File: config.mk
export PLATFORM = sky130hd
export DESIGN_NAME = nfc_response_frame_deframer
export DESIGN_NICKNAME = d
export VERILOG_FILES = /design/src/hdl/nfc_rfd_pkg.sv /design/src/hdl/nfc_response_frame_deframer.sv
export VERILOG_INCLUDE_DIRS = /design/src /design/src/hdl
export SDC_FILE = /design/constraint.sdc
export NUM_CORES = 1
export LEC_CHECK = 0
export BUFFER_PORTS_ARGS = -buffer_cell sky130_fd_sc_hd__buf_4
export CAP_MARGIN = 5
export CORE_UTILIZATION = 61
export CTS_BUF_LIST = sky130_fd_sc_hd__clkbuf_8
export DETAILED_ROUTE_END_ITERATION = 16
export PLACE_DENSITY = 0.81
export SYNTH_ARGS = -nofsm -noshare
export SYNTH_HDL_FRONTEND = slang
export SYNTH_SLANG_ARGS = --single-unit
File: constraint.sdc
create_clock -name clk -period 4.4 [get_ports clk]
set_clock_uncertainty 0.2 [all_clocks]
set_input_delay 0.88 -clock clk [delete_from_list [all_inputs] [get_ports clk]]
set_output_delay 0.88 -clock clk [all_outputs]
set_load 0.02 [all_outputs]
File: src/hdl/nfc_response_frame_deframer_macros.svh
// ----------------------------------------------------------------------------
// NFC response frame deframer assertion macros
// Shared concurrent assertion wrappers, clocked on clk and held off in rst.
// ----------------------------------------------------------------------------
`ifndef NFC_RESPONSE_FRAME_DEFRAMER_MACROS_SVH
`define NFC_RESPONSE_FRAME_DEFRAMER_MACROS_SVH

`ifndef ASSERT_OFF

// property must hold at every rising clock edge outside reset
`define NFC_ASSERT(lbl, prop, msg) \
  lbl: assert property (@(posedge clk) disable iff (rst) (prop)) \
    else $error(msg);

// expression must never be true outside reset
`define NFC_ASSERT_NEVER(lbl, expr, msg) \
  lbl: assert property (@(posedge clk) disable iff (rst) !(expr)) \
    else $error(msg);

`else

`define NFC_ASSERT(lbl, prop, msg)
`define NFC_ASSERT_NEVER(lbl, expr, msg)

`endif

`endif

File: src/hdl/nfc_rfd_pkg.sv
// ----------------------------------------------------------------------------
// NFC response frame deframer package
// Transaction types, status codes, register indexes and frame constants.
// ----------------------------------------------------------------------------
`default_nettype none

package nfc_rfd_pkg;

  // input transaction: received byte or link timeout
  typedef struct packed {
    logic       mode;
    logic [7:0] rx_byte;
  } item_t;

  // output transaction: payload byte or end of frame status
  typedef struct packed {
    logic       kind;
    logic [7:0] payload_byte;
    logic [1:0] status;
    logic [7:0] payload_length;
  } result_t;

  // item mode
  localparam logic MODE_BYTE    = 1'b0;
  localparam logic MODE_TIMEOUT = 1'b1;

  // result kind
  localparam logic KIND_BYTE   = 1'b0;
  localparam logic KIND_STATUS = 1'b1;

  // status codes
  localparam logic [1:0] ST_OK      = 2'd0;
  localparam logic [1:0] ST_TIMEOUT = 2'd1;
  localparam logic [1:0] ST_INVALID = 2'd2;
  localparam logic [1:0] ST_NOSPACE = 2'd3;

  // configuration register indexes
  localparam logic CFG_SENT_COMMAND = 1'b0;
  localparam logic CFG_MAX_PAYLOAD  = 1'b1;

  // register reset values
  localparam logic [7:0] SENT_COMMAND_RST = 8'd0;
  localparam logic [7:0] MAX_PAYLOAD_RST  = 8'd64;

  // frame constants
  localparam logic [7:0] PREAMBLE_BYTE = 8'h00;
  localparam logic [7:0] START_CODE    = 8'hFF;
  localparam logic [7:0] TFI_IN        = 8'hD5;
  localparam logic [7:0] LEN_OVERHEAD  = 8'd2;
  localparam logic [7:0] POSTAMBLE     = 8'h00;

endpackage

`default_nettype wire

File: src/hdl/nfc_response_frame_deframer.sv
// ----------------------------------------------------------------------------
// NFC response frame deframer
// Parses 00 00 FF LEN LCS D5 CMD+1 payload DCS 00, passes payload bytes out
// and closes each frame with one status transaction.
// ----------------------------------------------------------------------------
// Each result is registered in the output register, or in the skid while the output is stalled.
// Throughput: one item per cycle while the skid is empty; the parser state updates in a single pass.
// A one-entry skid register lets items keep flowing while a result waits.
// Reset (rst, synchronous): parser back to waiting for a preamble byte,
// output and skid emptied, sent_command = 0, max_payload = 64.
`default_nettype none

`include "nfc_response_frame_deframer_macros.svh"

module nfc_response_frame_deframer (
  input  wire logic                 clk,
  input  wire logic                 rst,
  // received bytes
  input  wire logic                 item_valid,
  output logic                      item_stall,
  input  wire nfc_rfd_pkg::item_t   item,
  // payload bytes and status
  output logic                      result_valid,
  input  wire logic                 result_stall,
  output nfc_rfd_pkg::result_t      result,
  // configuration writes
  input  wire logic                 cfg_valid,
  output logic                      cfg_ready,
  input  wire logic                 cfg_index,
  input  wire logic [7:0]           cfg_data
);

  typedef enum logic [3:0] {
    PH_PRE0,
    PH_PRE1,
    PH_PRE2,
    PH_LEN,
    PH_LCS,
    PH_TFI,
    PH_CODE,
    PH_DATA,
    PH_DCS,
    PH_POST
  } phase_t;

  // configuration registers
  logic [7:0] sent_command;
  logic [7:0] max_payload;

  // parser state
  phase_t     phase, phase_next;
  logic       group_bad, group_bad_next;
  logic [7:0] frame_length, frame_length_next;
  logic [7:0] bytes_left, bytes_left_next;
  logic [7:0] running_sum, running_sum_next;

  // output register and skid
  logic                 skid_valid;
  nfc_rfd_pkg::result_t skid;

  logic                 item_accept;
  logic                 result_take;
  logic                 res_emit;
  nfc_rfd_pkg::result_t res;
  logic [7:0]           rx;
  logic [7:0]           sum_add;
  logic [7:0]           len_net;
  logic [7:0]           left_dec;

  assign cfg_ready   = 1'b1;
  assign item_stall  = skid_valid;
  assign item_accept = item_valid & ~item_stall;
  assign result_take = result_valid & ~result_stall;

  // configuration write
  always_ff @(posedge clk) begin
    if (rst) begin
      sent_command <= nfc_rfd_pkg::SENT_COMMAND_RST;
      max_payload  <= nfc_rfd_pkg::MAX_PAYLOAD_RST;
    end else if (cfg_valid && cfg_ready) begin
      case (cfg_index)
        nfc_rfd_pkg::CFG_SENT_COMMAND: sent_command <= cfg_data;
        nfc_rfd_pkg::CFG_MAX_PAYLOAD:  max_payload  <= cfg_data;
        default: ;
      endcase
    end
  end

  assign rx       = item.rx_byte;
  assign sum_add  = running_sum + rx;
  assign len_net  = frame_length - nfc_rfd_pkg::LEN_OVERHEAD;
  assign left_dec = bytes_left - 8'd1;

  // frame parser: next state and result for the current item
  always_comb begin
    phase_next        = phase;
    group_bad_next    = group_bad;
    frame_length_next = frame_length;
    bytes_left_next   = bytes_left;
    running_sum_next  = running_sum;
    res_emit          = 1'b0;
    res               = '0;

    if (item.mode == nfc_rfd_pkg::MODE_TIMEOUT) begin
      res_emit   = 1'b1;
      res.kind   = nfc_rfd_pkg::KIND_STATUS;
      res.status = nfc_rfd_pkg::ST_TIMEOUT;
    end else begin
      case (phase)
        PH_PRE0: begin
          group_bad_next = (rx != nfc_rfd_pkg::PREAMBLE_BYTE);
          phase_next     = PH_PRE1;
        end
        PH_PRE1: begin
          if (rx != nfc_rfd_pkg::PREAMBLE_BYTE) group_bad_next = 1'b1;
          phase_next = PH_PRE2;
        end
        PH_PRE2: begin
          if (rx != nfc_rfd_pkg::START_CODE || group_bad) begin
            res_emit   = 1'b1;
            res.kind   = nfc_rfd_pkg::KIND_STATUS;
            res.status = nfc_rfd_pkg::ST_INVALID;
          end else begin
            phase_next = PH_LEN;
          end
        end
        PH_LEN: begin
          running_sum_next  = rx;
          frame_length_next = rx;
          phase_next        = PH_LCS;
        end
        PH_LCS: begin
          if (sum_add != 8'd0 || frame_length < nfc_rfd_pkg::LEN_OVERHEAD) begin
            res_emit   = 1'b1;
            res.kind   = nfc_rfd_pkg::KIND_STATUS;
            res.status = nfc_rfd_pkg::ST_INVALID;
          end else if (len_net > max_payload) begin
            res_emit   = 1'b1;
            res.kind   = nfc_rfd_pkg::KIND_STATUS;
            res.status = nfc_rfd_pkg::ST_NOSPACE;
          end else begin
            frame_length_next = len_net;
            bytes_left_next   = len_net;
            group_bad_next    = 1'b0;
            phase_next        = PH_TFI;
          end
        end
        PH_TFI: begin
          group_bad_next   = (rx != nfc_rfd_pkg::TFI_IN);
          running_sum_next = rx;
          phase_next       = PH_CODE;
        end
        PH_CODE: begin
          if (group_bad || rx != sent_command + 8'd1) begin
            res_emit   = 1'b1;
            res.kind   = nfc_rfd_pkg::KIND_STATUS;
            res.status = nfc_rfd_pkg::ST_INVALID;
          end else begin
            running_sum_next = sum_add;
            phase_next       = (bytes_left != 8'd0) ? PH_DATA : PH_DCS;
          end
        end
        PH_DATA: begin
          running_sum_next = sum_add;
          bytes_left_next  = left_dec;
          if (left_dec == 8'd0) phase_next = PH_DCS;
          res_emit         = 1'b1;
          res.kind         = nfc_rfd_pkg::KIND_BYTE;
          res.payload_byte = rx;
        end
        PH_DCS: begin
          running_sum_next = sum_add;
          phase_next       = PH_POST;
        end
        PH_POST: begin
          res_emit = 1'b1;
          res.kind = nfc_rfd_pkg::KIND_STATUS;
          if (running_sum != 8'd0 || rx != nfc_rfd_pkg::POSTAMBLE) begin
            res.status = nfc_rfd_pkg::ST_INVALID;
          end else begin
            res.status         = nfc_rfd_pkg::ST_OK;
            res.payload_length = frame_length;
          end
        end
        default: begin
          phase_next = PH_PRE0;
        end
      endcase
    end

    // any status, or a stray phase, returns to the wait for a new frame
    if (res.kind == nfc_rfd_pkg::KIND_STATUS || phase_next == PH_PRE0) begin
      if (res_emit || phase_next == PH_PRE0) begin
        phase_next        = PH_PRE0;
        group_bad_next    = (phase == PH_PRE0 && !res_emit) ? group_bad_next : 1'b0;
        frame_length_next = (phase == PH_PRE0 && !res_emit) ? frame_length_next : 8'd0;
        bytes_left_next   = (phase == PH_PRE0 && !res_emit) ? bytes_left_next : 8'd0;
        running_sum_next  = (phase == PH_PRE0 && !res_emit) ? running_sum_next : 8'd0;
      end
    end
  end

  // parser state, output register and skid
  always_ff @(posedge clk) begin
    if (rst) begin
      phase        <= PH_PRE0;
      group_bad    <= 1'b0;
      frame_length <= 8'd0;
      bytes_left   <= 8'd0;
      running_sum  <= 8'd0;
      result_valid <= 1'b0;
      result       <= '0;
      skid_valid   <= 1'b0;
      skid         <= '0;
    end else begin
      if (item_accept) begin
        phase        <= phase_next;
        group_bad    <= group_bad_next;
        frame_length <= frame_length_next;
        bytes_left   <= bytes_left_next;
        running_sum  <= running_sum_next;
      end
      // output free: skid drains first, else take the new result
      if (!result_valid || result_take) begin
        if (skid_valid) begin
          result_valid <= 1'b1;
          result       <= skid;
          skid_valid   <= 1'b0;
        end else begin
          result_valid <= item_accept & res_emit;
          result       <= res;
        end
      end else if (item_accept && res_emit) begin
        skid_valid <= 1'b1;
        skid       <= res;
      end
    end
  end

  // checks
  `NFC_ASSERT(a_skid_behind_out, skid_valid |-> result_valid, "skid full with output empty")
  `NFC_ASSERT(a_data_has_bytes,
    (phase == PH_DATA) |-> (bytes_left != 8'd0), "data phase with no bytes left")
  `NFC_ASSERT(a_left_in_length, bytes_left <= frame_length, "bytes left exceeds frame length")
  `NFC_ASSERT(a_timeout_restarts,
    (item_accept && item.mode == nfc_rfd_pkg::MODE_TIMEOUT) |=> (phase == PH_PRE0),
    "timeout did not restart parser")
  `NFC_ASSERT(a_byte_status_zero,
    (result_valid && result.kind == nfc_rfd_pkg::KIND_BYTE) |->
      (result.status == nfc_rfd_pkg::ST_OK),
    "payload byte with nonzero status")

endmodule

`default_nettype wire

==> results of run 1 <==
==> placed cells by master, fill, tap and decap left out, types with 4 or more instances in the layout <==
| master | instances |
|---|---|
| nor2b_1 | 6 |
| nor4_1 | 7 |
| or3_1 | 7 |
| buf_4 | 64 |
| nor3_1 | 18 |
| nand3_1 | 39 |
| nor2_1 | 65 |
| a22o_1 | 10 |
| inv_1 | 22 |
| a21oi_1 | 51 |
| xnor2_1 | 12 |
| dfxtp_1 | 85 |
| inv_6 | 4 |
| nand2_1 | 73 |
| o21ai_0 | 33 |
| mux2i_1 | 15 |
| clkbuf_8 | 9 |
| and2_1 | 4 |
| nand2b_1 | 27 |
| o21ai_1 | 5 |
| o22ai_1 | 4 |
| ha_1 | 19 |
| nand4_1 | 6 |
| o211ai_1 | 18 |
| a22oi_1 | 11 |
| a211oi_1 | 7 |
| xor2_1 | 5 |
| o2bb2ai_1 | 9 |
| a31oi_1 | 7 |
==> cells in the mapped netlist, drive strengths merged (4+ instances only) <==
cell type	n
dfxtp	85
nand2	73
nor2	65
a21oi	51
nand3	39
o21ai	39
clkbuf	37
nand2b	27
inv	22
ha	19
nor3	19
o211ai	18
buf	15
mux2i	15
xnor2	12
a22oi	11
a22o	10
a211oi	9
o2bb2ai	9
nor4	8
a31oi	7
or3	7
nand4	6
nor2b	6
xor2	5
and2	4
o22ai	4
o31ai	4
==> routing by layer <==
metal  wire [um]  vias up  global-route usage, %  part of all wire [%]
met5           0        -                      0                     0
met4         643        0                   18.7                   4.5
met3         933       64                   4.83                   6.5
met2        6890      249                   55.1                    48
met1        5980     2442                   42.8                    41
li1            -     2493                      -                     -
==> registers in the layout, indices dropped and copies added (netlist names) <==
name,flops
item_stall,1
skid,19
result_valid,1
running_sum,8
group_bad,1
phase,4
result,19
frame_length,8
sent_command,8
bytes_left,8
max_payload,8
==> cell type report <==
cell class / instances / area, um2
multi-input cells: 520 / 3230
fillers: 700 / 2380
flip-flops and latches: 85 / 1700
repair buffers: 66 / 520
well taps: 105 / 131
clock buffers: 9 / 124
clock inverters: 7 / 90.1
inverters: 22 / 82.6
==> worst max path at each step <==
stage,from,end,cells past startpoint
after CTS,frame_length[1]$_SDFFE_PP0P_,bytes_left[6]$_SDFFE_PP0P_,15
after global placement,item[0],bytes_left[4]$_SDFFE_PP0P_,13
final,frame_length[2]$_SDFFE_PP0P_,bytes_left[6]$_SDFFE_PP0P_,15
after detailed placement,item[0],bytes_left[6]$_SDFFE_PP0P_,13
after floorplan,item[0],bytes_left[1]$_SDFFE_PP0P_,12
after global routing,frame_length[1]$_SDFFE_PP0P_,bytes_left[6]$_SDFFE_PP0P_,15
==> critical path: cells and delay by family, from the launching register on <==
family	cells	cell delay [ns]
adder cells (fa/ha/maj)	2	0.61
AO/OA/AOI/OAI	6	1.41
flip-flops	1	0.37
XOR/XNOR	1	0.47
AND/OR/NAND/NOR	4	0.72
buffers and inverters	2	0.34
==> power groups by stage <==
stage               Sequential (mW)  Combinational [mW]  Clock (mW)
floorplan                     0.815               0.110           0
global placement              0.812               0.176           0
detailed placement            0.813               0.181           0
CTS                           0.795               0.183       0.606
global route                  0.797               0.202       0.639
finish                        0.795               0.186       0.608
==> metrics by stage <==
stage	worst slack, ns	hold WS (ns)	utilization [%]
2_1_floorplan	0.341	0.235	-
5_1_grt	0.0857	0.294	71.2
3_5_place_dp	0.0299	0.249	68.6
3_3_place_gp	0.216	0.250	68.6
4_1_cts	0.349	0.262	71.2
6_report	0.228	0.262	71.2
==> kinds of logic after synthesis <==
kind of cell	synth area share (%)
adder cells (fa/ha/maj)	4.94
multiplexers	2.88
other	0.0718
XOR/XNOR	2.85
buffers and inverters	5.68
AO/OA/AOI/OAI	25.6
AND/OR/NAND/NOR	25.4
flip-flops	32.6
==> summary.txt, run 1 <==
Status
  • Status: completed

Critical path
  • Crit-path max cell delay: 0.47 ns
  • Crit end category: flop
  • R2R Path Start: frame_length[2]$_SDFFE_PP0P_
  • Critical path class: reg2reg
  • Critical path's most frequent cell: ha_1
  • Critical Path, Cell by Cell: inv_1, ha_1, nand2_1, xnor2_1, ha_1, a211o_1, a21oi_1, nor2_1, nor4_2, a31oi_1, nor3_4, o21ai_2, buf_4, o41ai_1, a22o_1
  • Crit path DAT: 4.29 ns
  • Max stage delay cell, worst path: xnor2_1
  • Reg2reg end: bytes_left[6]$_SDFFE_PP0P_
  • Critical path required time: 4.52 ns
  • FF-to-FF setup slack: 0.23 ns
  • Worst R2R Path Depth: 15
  • Critical path peak fanout: 7
  • Startpoint Class: flop

Logic synthesis
  • Sequential cell area fraction in the yosys report: 32.6%
  • Post-synth EDFFs: 0
  • Post-synthesis cell type count: 69
  • Syn Nets: 722
  • Ys async rst share: 0%
  • Avg Inst Size Synth: 7.69 um2
  • FF+latch count, synth: 85
  • Cell type with the largest total area after synthesis: dfxtp_1
  • Synth Flop Type: dfxtp_1
  • Area fraction of the dominant cell type after synthesis: 32.6%
  • Cell count after synthesis: 679
  • Top cells by area, synth: dfxtp_1 33%, nand2_1 5.2%, a21oi_1 4.9%, nor2_1 4.7%, ha_1 4.6%
  • Post-synthesis instance area: 5220 um2
  • Yosys warning total: 0

STA
  • Period utilization: 94.8%
  • Unrepaired setup endpoints after global routing: no
  • TNS Setup: 0 ns
  • Finish-stage setup viols: 0
  • Worst Tran Pin Value: 0.746 ns
  • Rel. slew slack: 50.2%
  • FMAX: 240 MHz
  • Final Slew Violations: 0
  • Hold Vio Cnt, Final: 0
  • Post-route minimum period: 4.17 ns

CTS
  • TritonCTS Buffers: 9
  • Root Buffer: clkbuf_8
  • Clk sinks: 85
  • Clk Latency, worst-skew pair: 0.38 ns
  • CTS tree: done
  • Hold buffers post-CTS: 0
  • H-tree Lvls: 3
  • CTS clk-pin slew, worst paths: 0.09 ns
  • Resized Gates After CTS: 0
  • Total setup buffers inserted after CTS: 0
  • Bufs on Longest Clock Path: 2

Floorplan
  • Die Y: 94.5 um
  • Starting Density: 63.2%
  • I/O Pins: 45
  • Die area: 8930 um2
  • Rows: 33
  • Width of the die: 94.5 um
  • CORE AREA: 8260 um2

Power
  • Flop pwr share: 50.0%
  • Power consumption: 1.59 mW
  • Comb pwr share: 11.7%
  • Peak VDD IR: 0.216 mV
  • Leak pwr: 2.15 nW
  • Clock Power Share: 38.3%
  • Pwr dens: 270 nW/um2
  • Power Internal: 1.13 mW
  • Switch Pwr: 457 uW
  • Sw frac: 28.7%

Job
  • Max Cap Violations: 0

Route
  • Antenna Violating Nets Remaining: 0
  • Wire per inst: 17.7 um
  • Vias per cell: 6.45
  • Final WL: 14400 um
  • DRC: 0
  • Pre-antenna DRT Iters: 5
  • Total number of vias: 5248
  • Initial drt markers: 430

Min path
  • Endpoint, Worst Hold: max_payload[1]$_SDFFE_PP0P_
  • Hold path depth: 2
  • Hold Crit Class: reg2reg
  • Hold Crit Start: max_payload[1]$_SDFFE_PP0P_

GRT
  • Largest net degree at the start of global routing: 70
  • Initial antenna violation count: 0
  • GR Util All Layers: 33.8%
  • Total congestion overflow: 0
  • Number of global-route vias before repair: 4834
  • Global-route wire length before repair: 23200 um

Finish
  • Layout net count: 747
  • Post-Layout Cell Count: 814
  • Antenna Cells: 0
  • Layout Area Growth over Synthesis: 12.6%
  • Final Instance Area: 5880 um2
  • Layout cells sized above 1: 13.4%

Place
  • Post-placement cell area: 5670 um2
  • Cells after DPL: 798
  • IO Port Bufs: 43
  • Placer congestion estimate: 0.918
  • DP HPWL: 9990 um
Note: power is estimated with default switching activity, not from simulation.
==> run 2: changes to the inputs <==
- RECOVER_POWER: unset -> 25
==> run 2 against run 1 <==
  * Combinational power barely moved
  * Cell area fell by 0.70%
  * Final cell count unchanged
  * Non-clock buffer count is the same
  * Register-to-register slack barely moved
  * First-iteration DRC count is 1.9% higher
  * Via count is 0.15% lower
  * Worst setup slack gained 0.0073 ns
  * Sequential power is essentially flat
  * Critical endpoint unchanged
==> summary.txt, run 2 (synthesis results as in run 1) <==
Status
  • Status: completed

Finish
  • Multi-input logic area: 3230 um2
  • Fill cells: 718
  • Antenna Cells: 0
  • Regs by FF count: result (19), skid (19)
  • Layout Area Growth over Synthesis: 11.8%
  • Layout cells sized above 1: 11.8%
  • Most common cell after layout, fill and taps aside: dfxtp_1
  • Layout net count: 747
  • Most frequent cells in the layout: 85 x dfxtp_1, 73 x nand2_1, 65 x nor2_1, 53 x buf_4, 51 x a21oi_1
  • FF/Latch Area: 1700 um2

GRT
  • Global-route wire length before repair: 23200 um
  • Initial antenna violation count: 0
  • Number of global-route vias before repair: 4834
  • Total congestion overflow: 0
  • Largest net degree at the start of global routing: 70
  • GR Util All Layers: 33.8%

STA
  • TNS Setup: 0 ns
  • Final Slew Violations: 0
  • Hold Vio Cnt, Final: 0
  • Unrepaired setup endpoints after global routing: no
  • Period utilization: 94.7%
  • Rel. slew slack: 49.9%
  • Post-route minimum period: 4.16 ns
  • Finish-stage setup viols: 0
  • Worst Tran Pin Value: 0.751 ns
  • FMAX: 240 MHz

Power
  • Peak VDD IR: 0.216 mV
  • Power consumption: 1.59 mW
  • Pwr dens: 272 nW/um2
  • Leak pwr: 2.10 nW

Route
  • Wire per inst: 17.8 um
  • Initial drt markers: 438
  • Pre-antenna DRT Iters: 5
  • Total number of vias: 5240
  • DRC: 0
  • Final WL: 14400 um
  • Vias per cell: 6.44
  • Antenna Violating Nets Remaining: 0

Critical path
  • Critical path's most frequent cell: ha_1
  • Critical path class: reg2reg
  • Worst R2R Path Depth: 15
  • Path length in cells of the critical path: 15
  • Crit path DAT: 4.29 ns
  • FF-to-FF setup slack: 0.24 ns
  • Startpoint Class: flop
  • CP top delay family: compound AO/OA/AOI/OAI gates
  • Reg2reg end: bytes_left[6]$_SDFFE_PP0P_
  • Crit-path max cell delay: 0.46 ns
  • Critical Path, Cell by Cell: inv_1, ha_1, nand2_1, xnor2_1, ha_1, a211o_1, a21oi_1, nor2_1, nor4_2, a31oi_1, nor3_4, o21ai_2, buf_4, o41ai_1, a22o_1
  • Crit end category: flop
  • Max stage delay cell, worst path: xnor2_1
  • CP bufs+invs: 2
  • Critical path peak fanout: 7
  • R2R Path Start: frame_length[2]$_SDFFE_PP0P_
  • Critical path required time: 4.52 ns

Floorplan
  • Starting Density: 63.2%
  • CORE AREA: 8260 um2
  • Die Y: 94.5 um
  • Width of the die: 94.5 um
  • Rows: 33
  • Die area: 8930 um2
  • I/O Pins: 45

CTS
  • Resized Gates After CTS: 0
  • Bufs on Longest Clock Path: 2
  • H-tree Lvls: 3
  • CTS tree: done
  • TritonCTS Buffers: 9
  • CTS clk-pin slew, worst paths: 0.09 ns
  • Root Buffer: clkbuf_8
  • Total setup buffers inserted after CTS: 0
  • Clk sinks: 85
  • Clk Latency, worst-skew pair: 0.38 ns
  • Hold buffers post-CTS: 0

Min path
  • Hold path depth: 2
  • Endpoint, Worst Hold: max_payload[1]$_SDFFE_PP0P_
  • Hold Crit Class: reg2reg
  • Hold Crit Start: max_payload[1]$_SDFFE_PP0P_

Place
  • Placer congestion estimate: 0.918
  • DP HPWL: 9990 um
  • IO Port Bufs: 43

Job
  • Max Cap Violations: 0
==> run 2: changes by cell type in the layout (fill, tap and decap cells not counted) <==
cell and change:
buf_4 -11, clkbuf_1 +11
==> run 2: how the worst max path moves through the flow <==
stage | start | slack [ns] | end
floorplan | item[0] | 0.34 | bytes_left[1]$_SDFFE_PP0P_
CTS | frame_length[1]$_SDFFE_PP0P_ | 0.35 | bytes_left[6]$_SDFFE_PP0P_
detailed placement | item[0] | 0.03 | bytes_left[6]$_SDFFE_PP0P_
finish | frame_length[2]$_SDFFE_PP0P_ | 0.24 | bytes_left[6]$_SDFFE_PP0P_
global route | frame_length[1]$_SDFFE_PP0P_ | 0.09 | bytes_left[6]$_SDFFE_PP0P_
global placement | item[0] | 0.22 | bytes_left[4]$_SDFFE_PP0P_
==> run 2: where the power goes <==
group,switching [mW],internal (mW),leakage (nW),total (mW)
combinational,0.112,0.0717,1.30,0.184
clock,0.330,0.276,0.108,0.607
sequential,0.0125,0.783,0.688,0.795
==> run 2: stage by stage <==
stage	hold slack [ns]	area, um2	cells	worst slack (ns)	util [%]
2_1_floorplan	0.235	5220	679	0.341	-
3_3_place_gp	0.250	5670	798	0.216	68.6
3_5_place_dp	0.249	5670	798	0.0299	68.6
4_1_cts	0.262	5880	814	0.349	71.2
5_1_grt	0.294	5840	814	0.0857	70.7
6_report	0.262	5840	814	0.235	70.7
==> run 2: layout make-up <==
cell class	count	area share, %
Multi-Input combinational cell	520	55.3
Clock buffer	9	2.12
Timing Repair Buffer	66	8.21
Clock inverter	7	1.54
Inverter	22	1.41
Sequential cell	85	29.1
Tap cell	105	2.25
==> run 2: metal layers <==
layer	global-route usage, %	routed length, um	vias up
met5	0	0	-
met4	18.7	610	0
met3	4.83	900	58
met2	55.1	6910	251
met1	42.8	6030	2437
li1	-	-	2494
==> run 2: worst min-delay path: cells and delay by family (launching register included) <==
family | cells | cell delay [ns]
flops | 1 | 0.32
compound gates | 1 | 0.05
simple gates | 1 | 0.05
